<file path="src/rtl/sle_pkg.sv">
// shared types, character codes and helpers for the serial line editor
`timescale 1ns / 1ps

package sle_pkg;

	localparam int STORE_DEPTH = 128;
	localparam int ERASE_W     = 7;

	localparam logic [7:0] CH_BS  = 8'h08;
	localparam logic [7:0] CH_DEL = 8'h7F;
	localparam logic [7:0] CH_ETB = 8'h17;
	localparam logic [7:0] CH_NAK = 8'h15;
	localparam logic [7:0] CH_CR  = 8'h0D;
	localparam logic [7:0] CH_LF  = 8'h0A;
	localparam logic [7:0] CH_SP  = 8'h20;
	localparam logic [7:0] CH_TAB = 8'h09;

	localparam logic ACT_RECV = 1'b0;
	localparam logic ACT_POP  = 1'b1;

	typedef enum logic [2:0] {
		KIND_ECHO    = 3'd0,
		KIND_CRLF    = 3'd1,
		KIND_BELL    = 3'd2,
		KIND_ERASE   = 3'd3,
		KIND_DELIVER = 3'd4,
		KIND_EMPTY   = 3'd5,
		KIND_BUSY    = 3'd6
	} kind_t;

	typedef enum logic [2:0] {
		ST_IDLE,
		ST_WRD,
		ST_WCHK,
		ST_POP,
		ST_OUT
	} state_t;

	typedef struct packed {
		logic       action;
		logic [7:0] in_char;
	} in_item_t;

	typedef struct packed {
		kind_t              kind;
		logic [7:0]         out_char;
		logic [ERASE_W-1:0] erase_count;
		logic               line_end;
	} out_item_t;

	// space, tab, lf, vt, ff, cr
	function automatic logic is_blank(input logic [7:0] c);
		return (c == CH_SP) || (c inside {[CH_TAB:CH_CR]});
	endfunction

endpackage

</file>
<file path="src/rtl/serial_line_editor.sv">
// serial line editor top level: line store, edit sequencer and result register
//
//  channel | direction | payload                               | handshake
//  --------+-----------+---------------------------------------+------------------
//  in      | to block  | in_item_t  (action, in_char)          | in_valid / in_stall
//  out     | from block| out_item_t (kind, out_char, erase_count, line_end) | out_valid / out_stall
//
// most items go from acceptance straight to the load of the result register; a pop first
// waits for the line store read. ctrl-w walks back through the store, reading and then
// blank-testing each removed character in turn.
// reset clears pointers, count and mode; the store itself is not cleared.
// in_stall is high from the cycle after a transfer until the result has been handed to
// the output register, which holds while out_stall is high.
`timescale 1ns / 1ps

module serial_line_editor #(
	parameter int STORE_DEPTH = sle_pkg::STORE_DEPTH
) (
	input  logic                clk,
	input  logic                arst_n,
	input  logic                in_valid,
	output logic                in_stall,
	input  sle_pkg::in_item_t   in_data,
	output logic                out_valid,
	input  logic                out_stall,
	output sle_pkg::out_item_t  out_data
);

	localparam int PTR_W = $clog2(STORE_DEPTH);
	localparam logic [PTR_W-1:0] LAST_IDX = PTR_W'(STORE_DEPTH - 1);
	localparam logic [PTR_W-1:0] FULL_CNT = PTR_W'(STORE_DEPTH - 2);
	localparam logic [PTR_W:0]   DEPTH_X  = (PTR_W+1)'(STORE_DEPTH);

	function automatic logic [PTR_W-1:0] ptr_next(input logic [PTR_W-1:0] p);
		return (p == LAST_IDX) ? '0 : p + PTR_W'(1);
	endfunction

	function automatic logic [PTR_W-1:0] ptr_prev(input logic [PTR_W-1:0] p);
		return (p == '0) ? LAST_IDX : p - PTR_W'(1);
	endfunction

	sle_pkg::state_t    state_q, state_d;
	logic [PTR_W-1:0]   rp_q, rp_d;
	logic [PTR_W-1:0]   wp_q, wp_d;
	logic [PTR_W-1:0]   cnt_q, cnt_d;
	logic               ready_q, ready_d;
	sle_pkg::out_item_t res_q, res_d;
	logic               out_valid_q, out_valid_d;
	sle_pkg::out_item_t out_data_q, out_data_d;

	logic               ram_we;
	logic [PTR_W-1:0]   ram_waddr;
	logic [7:0]         ram_wdata;
	logic [PTR_W-1:0]   ram_raddr;
	logic [7:0]         ram_rdata;

	logic [PTR_W:0]     back_sum;
	logic [PTR_W-1:0]   wp_back;
	logic [7:0]         c;

	sle_ram #(
		.WIDTH (8),
		.DEPTH (STORE_DEPTH)
	) u_store (
		.clk   (clk),
		.we    (ram_we),
		.waddr (ram_waddr),
		.wdata (ram_wdata),
		.raddr (ram_raddr),
		.rdata (ram_rdata)
	);

	assign c = in_data.in_char;

	// write pointer after ctrl-u: back by the whole count around the ring
	assign back_sum = {1'b0, wp_q} + DEPTH_X - {1'b0, cnt_q};
	assign wp_back  = (back_sum >= DEPTH_X) ? PTR_W'(back_sum - DEPTH_X) : PTR_W'(back_sum);

	always_comb begin
		state_d     = state_q;
		rp_d        = rp_q;
		wp_d        = wp_q;
		cnt_d       = cnt_q;
		ready_d     = ready_q;
		res_d       = res_q;
		out_valid_d = out_valid_q && out_stall;
		out_data_d  = out_data_q;
		ram_we      = 1'b0;
		ram_waddr   = wp_q;
		ram_wdata   = c;
		ram_raddr   = ptr_prev(wp_q);

		case (state_q)
			sle_pkg::ST_IDLE: begin
				if (in_valid) begin
					res_d.kind        = sle_pkg::KIND_EMPTY;
					res_d.out_char    = '0;
					res_d.erase_count = '0;
					res_d.line_end    = 1'b0;
					state_d           = sle_pkg::ST_OUT;
					if (in_data.action == sle_pkg::ACT_POP) begin
						if (ready_q && cnt_q != '0) begin
							ram_raddr = rp_q;
							state_d   = sle_pkg::ST_POP;
						end else begin
							ready_d = 1'b0;
						end
					end else if (ready_q) begin
						res_d.kind = sle_pkg::KIND_BUSY;
					end else if (c == sle_pkg::CH_CR) begin
						ram_we     = 1'b1;
						ram_wdata  = sle_pkg::CH_LF;
						wp_d       = ptr_next(wp_q);
						cnt_d      = cnt_q + PTR_W'(1);
						ready_d    = 1'b1;
						res_d.kind = sle_pkg::KIND_CRLF;
					end else if (c == sle_pkg::CH_BS || c == sle_pkg::CH_DEL) begin
						if (cnt_q == '0) begin
							res_d.kind = sle_pkg::KIND_BELL;
						end else begin
							wp_d              = ptr_prev(wp_q);
							cnt_d             = cnt_q - PTR_W'(1);
							res_d.kind        = sle_pkg::KIND_ERASE;
							res_d.erase_count = sle_pkg::ERASE_W'(1);
						end
					end else if (c == sle_pkg::CH_ETB) begin
						res_d.kind = sle_pkg::KIND_ERASE;
						// store read of the char before the cursor is already issued
						if (cnt_q != '0) begin
							state_d = sle_pkg::ST_WCHK;
						end
					end else if (c == sle_pkg::CH_NAK) begin
						wp_d              = wp_back;
						cnt_d             = '0;
						res_d.kind        = sle_pkg::KIND_ERASE;
						res_d.erase_count = sle_pkg::ERASE_W'(cnt_q);
					end else if (cnt_q >= FULL_CNT) begin
						res_d.kind = sle_pkg::KIND_BELL;
					end else begin
						ram_we         = 1'b1;
						wp_d           = ptr_next(wp_q);
						cnt_d          = cnt_q + PTR_W'(1);
						res_d.kind     = sle_pkg::KIND_ECHO;
						res_d.out_char = c;
					end
				end
			end
			sle_pkg::ST_WRD: begin
				state_d = sle_pkg::ST_WCHK;
			end
			sle_pkg::ST_WCHK: begin
				if (sle_pkg::is_blank(ram_rdata)) begin
					state_d = sle_pkg::ST_OUT;
				end else begin
					wp_d              = ptr_prev(wp_q);
					cnt_d             = cnt_q - PTR_W'(1);
					res_d.erase_count = res_q.erase_count + sle_pkg::ERASE_W'(1);
					state_d = (cnt_q == PTR_W'(1)) ? sle_pkg::ST_OUT : sle_pkg::ST_WRD;
				end
			end
			sle_pkg::ST_POP: begin
				res_d.kind     = sle_pkg::KIND_DELIVER;
				res_d.out_char = ram_rdata;
				rp_d           = ptr_next(rp_q);
				cnt_d          = cnt_q - PTR_W'(1);
				if (cnt_q == PTR_W'(1)) begin
					res_d.line_end = 1'b1;
					ready_d        = 1'b0;
				end
				state_d = sle_pkg::ST_OUT;
			end
			sle_pkg::ST_OUT: begin
				if (!out_valid_q || !out_stall) begin
					out_valid_d = 1'b1;
					out_data_d  = res_q;
					state_d     = sle_pkg::ST_IDLE;
				end
			end
			default: begin
				state_d = sle_pkg::ST_IDLE;
			end
		endcase
	end

	always_ff @(posedge clk or negedge arst_n) begin
		if (!arst_n) begin
			state_q <= sle_pkg::ST_IDLE;
		end else begin
			state_q <= state_d;
		end
	end

	always_ff @(posedge clk or negedge arst_n) begin
		if (!arst_n) begin
			rp_q        <= '0;
			wp_q        <= '0;
			cnt_q       <= '0;
			ready_q     <= 1'b0;
			out_valid_q <= 1'b0;
		end else begin
			rp_q        <= rp_d;
			wp_q        <= wp_d;
			cnt_q       <= cnt_d;
			ready_q     <= ready_d;
			out_valid_q <= out_valid_d;
		end
	end

	always_ff @(posedge clk) begin
		res_q      <= res_d;
		out_data_q <= out_data_d;
	end

	assign in_stall  = (state_q != sle_pkg::ST_IDLE);
	assign out_valid = out_valid_q;
	assign out_data  = out_data_q;

endmodule

</file>
<file path="src/rtl/sle_ram.sv">
// generic single-port-write, registered-read ram
`timescale 1ns / 1ps

module sle_ram #(
	parameter int WIDTH = 8,
	parameter int DEPTH = sle_pkg::STORE_DEPTH
) (
	input  logic                     clk,
	input  logic                     we,
	input  logic [$clog2(DEPTH)-1:0] waddr,
	input  logic [WIDTH-1:0]         wdata,
	input  logic [$clog2(DEPTH)-1:0] raddr,
	output logic [WIDTH-1:0]         rdata
);

	logic [WIDTH-1:0] mem_q [DEPTH];
	logic [WIDTH-1:0] rdata_q;

	always_ff @(posedge clk) begin
		if (we) begin
			mem_q[waddr] <= wdata;
		end
		rdata_q <= mem_q[raddr];
	end

	assign rdata = rdata_q;

endmodule

</file>
<file path="config.mk">
export PLATFORM = sky130hd
export DESIGN_NAME = serial_line_editor
export DESIGN_NICKNAME = d
export VERILOG_FILES = /design/src/rtl/sle_pkg.sv /design/src/rtl/serial_line_editor.sv /design/src/rtl/sle_ram.sv
export SDC_FILE = /design/constraint.sdc
export NUM_CORES = 2
export LEC_CHECK = 0
export ABC_AREA = 1
export ABC_CLOCK_PERIOD_IN_PS = 8300
export BUFFER_PORTS_ARGS = -buffer_cell sky130_fd_sc_hd__buf_4
export CORE_MARGIN = 10
export CORE_UTILIZATION = 35
export DETAILED_ROUTE_END_ITERATION = 16
export HOLD_SLACK_MARGIN = 0.02
export PLACE_DENSITY = 0.51
export SLEW_MARGIN = 20
export SYNTH_ARGS = -nofsm -noshare
export SYNTH_HDL_FRONTEND = slang
export SYNTH_SLANG_ARGS = --single-unit
</file>
<file path="constraint.sdc">
create_clock -name clk -period 8.3 [get_ports clk]
set_input_delay 0.83 -clock clk [delete_from_list [all_inputs] [get_ports clk]]
set_output_delay 0.83 -clock clk [all_outputs]
set_load 0.005 [all_outputs]
</file>
==> impl_metrics.env <==
export IMPL_status="completed"
export IMPL_worst_skew_pair_late_latency_ns=0.74
export IMPL_number_of_cells_traversed_by_the_worst_register_to_register_path=19
export IMPL_initial_util_pct=35.1
export IMPL_synth_top_cells_by_area="sky130_fd_sc_hd__edfxtp_1 (65%), sky130_fd_sc_hd__nand2_1 (11%), sky130_fd_sc_hd__nand3_1 (9.4%)"
export IMPL_cts_root_to_sink_buffers=3
export IMPL_relSlewSlack_pct=25.6
export IMPL_die_extent_in_x_um=394
export IMPL_timing_critical_path_from_type="input pin"
export IMPL_finalMaxSlewViolations=0
export IMPL_detail_route_drc_violations=0
export IMPL_critPathBufInv=5
export IMPL_die_height_um=394
export IMPL_antenna_found_initial=2
export IMPL_yosys_cell_types_count=48
export IMPL_fmax_mhz=189
export IMPL_totalWireLength_um=133000
export IMPL_cp_required_ns=8.64
export IMPL_syn_num_nets=4889
export IMPL_r2r_end="u_store.rdata[7]$_DFF_P_"
export IMPL_dominantRegCellSynth="sky130_fd_sc_hd__edfxtp_1"
export IMPL_ys_async_sr_fraction_pct=2.37
export IMPL_timing_worst_slew_pin_value_ns=1.12
export IMPL_whs_endpoint="out_valid$_DFF_PN0_"
export IMPL_hold_viol_final=0
export IMPL_cell_chain_critical_path="buf_6 > inv_1 > nand2_1 > nor3_1 > nand3_1 > nand2_1 > nor2_4 > inv_1 > nor2_1 > inv_1 > nor2_1 > nor2_1 > nor2_4 > inv_1 > nor3_2 > nand2_1 > nor2_1"
export IMPL_grt_pass1_wl_um=199000
export IMPL_nets=4844
export IMPL_p_leak_uw=0.0226
export IMPL_hp_start="out_stall"
export IMPL_count_of_input_and_output_buffers=33
export IMPL_routed_via_count=32600
export IMPL_timing_final_setup_violations=0
export IMPL_drive_gt1_share_pct=5.90
export IMPL_cts_buffers=115
export IMPL_synth_ff_latch_count=1096
export IMPL_path_max_fanout=78
export IMPL_average_instance_area_after_synthesis_um2=10.1
export IMPL_grt_total_usage_pct=16.7
export IMPL_grt_overflow=0
export IMPL_drt_pre_antenna_iters=6
export IMPL_placeableCoreArea_mm2=0.139
export IMPL_cts_setup_buffers=0
export IMPL_final_worst_path_period_share_pct=63.6
export IMPL_synth_seq_area_share_pct=66.9
export IMPL_first_global_vias=31400
export IMPL_power_density_cell_area_mw_per_mm2=368
export IMPL_rsz0062_at_grt="no"
export IMPL_yosys_warnings=0
export IMPL_drv_cap=0
export IMPL_edff_count_synth=1062
export IMPL_fin_setup_tns_ns=0
export IMPL_max_stage_delay_ns=0.74
export IMPL_detail_route_vias_per_cell=4.80
export IMPL_clk_root_buffer_cell="sky130_fd_sc_hd__clkbuf_16"
export IMPL_detail_route_wl_per_cell_um=19.6
export IMPL_timing_reg2reg_setup_slack_ns=3.62
export IMPL_route_antenna_remaining_nets=0
export IMPL_report_power_total_uw=20100
export IMPL_multiInputGateArea_mm2=0.0119
export IMPL_die_area_mm2=0.155
export IMPL_startpoint_of_the_lowest_slack_register_to_register_path="ram_waddr[0]$_DFFE_PN0P_"
export IMPL_synthesis_instances=4861
export IMPL_detailed_place_hpwl_um=76100
export IMPL_yosys_top_cells_count="sky130_fd_sc_hd__nand2_1 (1374), sky130_fd_sc_hd__edfxtp_1 (1062), sky130_fd_sc_hd__nand3_1 (922)"
export IMPL_cts_tree="done"
export IMPL_initial_drc_count=3313
export IMPL_synth_most_common_cell="sky130_fd_sc_hd__nand2_1"
export IMPL_io_pins=34
export IMPL_vdd_ir_drop_max_v=0.000369
export IMPL_worst_setup_hold_path_clk_slew_ns=0.06
export IMPL_timing_critical_path_to_type="flop"
export IMPL_register_area_mm2=0.0327
export IMPL_skew_ns=0.0340
export IMPL_critical_path_slowest_cell="sky130_fd_sc_hd__nor3_2"
export IMPL_worstHoldPathCells=3
export IMPL_post_synth_top_area_fraction_pct=65.2
export IMPL_clock_tree_htree_level_count=3
export IMPL_netlist_area_mm2=0.0489
export IMPL_crit_type="input pin to flop"
export IMPL_cp_data_arrival_time_ns=5.62
export IMPL_area_delta_synth_final_pct=12.1
export IMPL_worst_path_dominant_cell_family="simple AND/OR/NAND/NOR gates"
export IMPL_clock_sinks=1096
export IMPL_synthDominantAreaCellType="sky130_fd_sc_hd__edfxtp_1"
export IMPL_final_period_minus_worst_setup_slack_ns=5.28
export IMPL_min_delay_path_class="input pin to flop"
export IMPL_std_cell_rows=137
export IMPL_routability_cong=0.837
export IMPL_maximum_number_of_pins_on_one_net_before_global_route_repair=147
export IMPL_fillCellCount=13700
-- worst register-to-register path: cells and delay by family (launching register included) --
| kind | cells | cell delay, ns |
|---|---|---|
| fa+ha+maj | 1 | 0.35 |
| simple gates | 14 | 2.30 |
| flops | 1 | 0.53 |
| buf+inv | 4 | 1.46 |
-- placed cells by master (no fill, tap or decap), drive strengths merged, types with 16 or more instances in the layout --
master	instances
nand2	1379
buf	81
nand3	923
clkbuf	144
inv	862
dfrtp	26
clkinv	52
edfxtp	1062
nor2	186
a21oi	23
bufinv	16
o21ai	52
-- logic make-up (layout without fill, tap and decap cells) --
| family | Yosys count | in the layout | synth area share (%) |
|---|---|---|---|
| XOR/XNOR | 17 | 17 | 0.305 |
| flip-flops | 1096 | 1096 | 66.9 |
| AO/OA/AOI/OAI | 115 | 115 | 1.39 |
| AND/OR/NAND/NOR | 2511 | 2511 | 21.9 |
| adder cells (fa/ha/maj) | 15 | 15 | 0.399 |
| other | 0 | 1 | 0 |
| buffers and inverters | 1107 | 1160 | 9.08 |
-- per-stage QoR --
stage	utilization [%]	instance area [um^2]	hold slack [ns]	std cells	worst slack, ns
after floorplan	-	48900	0.400	4861	0.711
final	39.4	54800	0.319	6791	3.02
after global routing	39.4	54800	0.338	6790	2.79
after detailed placement	36.5	50900	0.412	6574	2.40
after CTS	39.4	54800	0.270	6790	3.17
after global placement	36.5	50900	0.404	6574	2.37
-- how the worst max path moves through the flow --
stage / from / endpoint / slack, ns / depth (start not counted)
after floorplan: in_data[8] / u_store.mem_q[0][1]$_DFFE_PP_ / 0.71 / 5
after global placement: in_data[6] / u_store.mem_q[74][2]$_DFFE_PP_ / 2.37 / 17
after global routing: in_data[6] / u_store.mem_q[74][0]$_DFFE_PP_ / 2.79 / 17
after detailed placement: in_data[6] / u_store.mem_q[74][1]$_DFFE_PP_ / 2.40 / 17
after CTS: in_data[6] / u_store.mem_q[74][1]$_DFFE_PP_ / 3.17 / 17
final: in_data[6] / u_store.mem_q[73][7]$_DFFE_PP_ / 3.02 / 17
-- per-layer routing --
metal	routed length, um	GRT usage [%]	vias to the layer above
li1	-	-	15700
met1	59100	22.9	15600
met2	60400	26.5	1006
met3	9310	3.07	221
met4	4390	5.94	0
met5	0	0	-
-- state kept, by name, summed over array words and instances (netlist names) --
| name | count |
|---|---|
| cnt_q | 7 |
| out_data | 19 |
| out_valid | 1 |
| res_q | 19 |
| rp_q | 7 |
| u_store.rdata | 8 |
| state_q | 3 |
| ram_waddr | 7 |
| u_store.mem_q | 1024 |
| ready_q | 1 |
-- report_power, final --
part | internal, uW | switching [uW]
clock | 3160 | 2190
sequential | 6250 | 148
combinational | 2220 | 6190
total | 11600 | 8530
-- final cells by class --
cell class	instances	share of cell area (%)
timing repair buffer	82	1.30
clock inverter	71	1.46
multi-input combinational	2658	21.7
antenna	1	0.00457
clock buffer	144	5.70
sequential	1096	59.7
inverter	863	5.92
tap	1876	4.28
-- timing repair --
action                                 in CTS  in global routing
hold buffers                                1                  0
gates resized for setup                     0                  0
endpoints found under the hold margin      26                  0
Note: power is estimated with default switching activity, not from simulation.
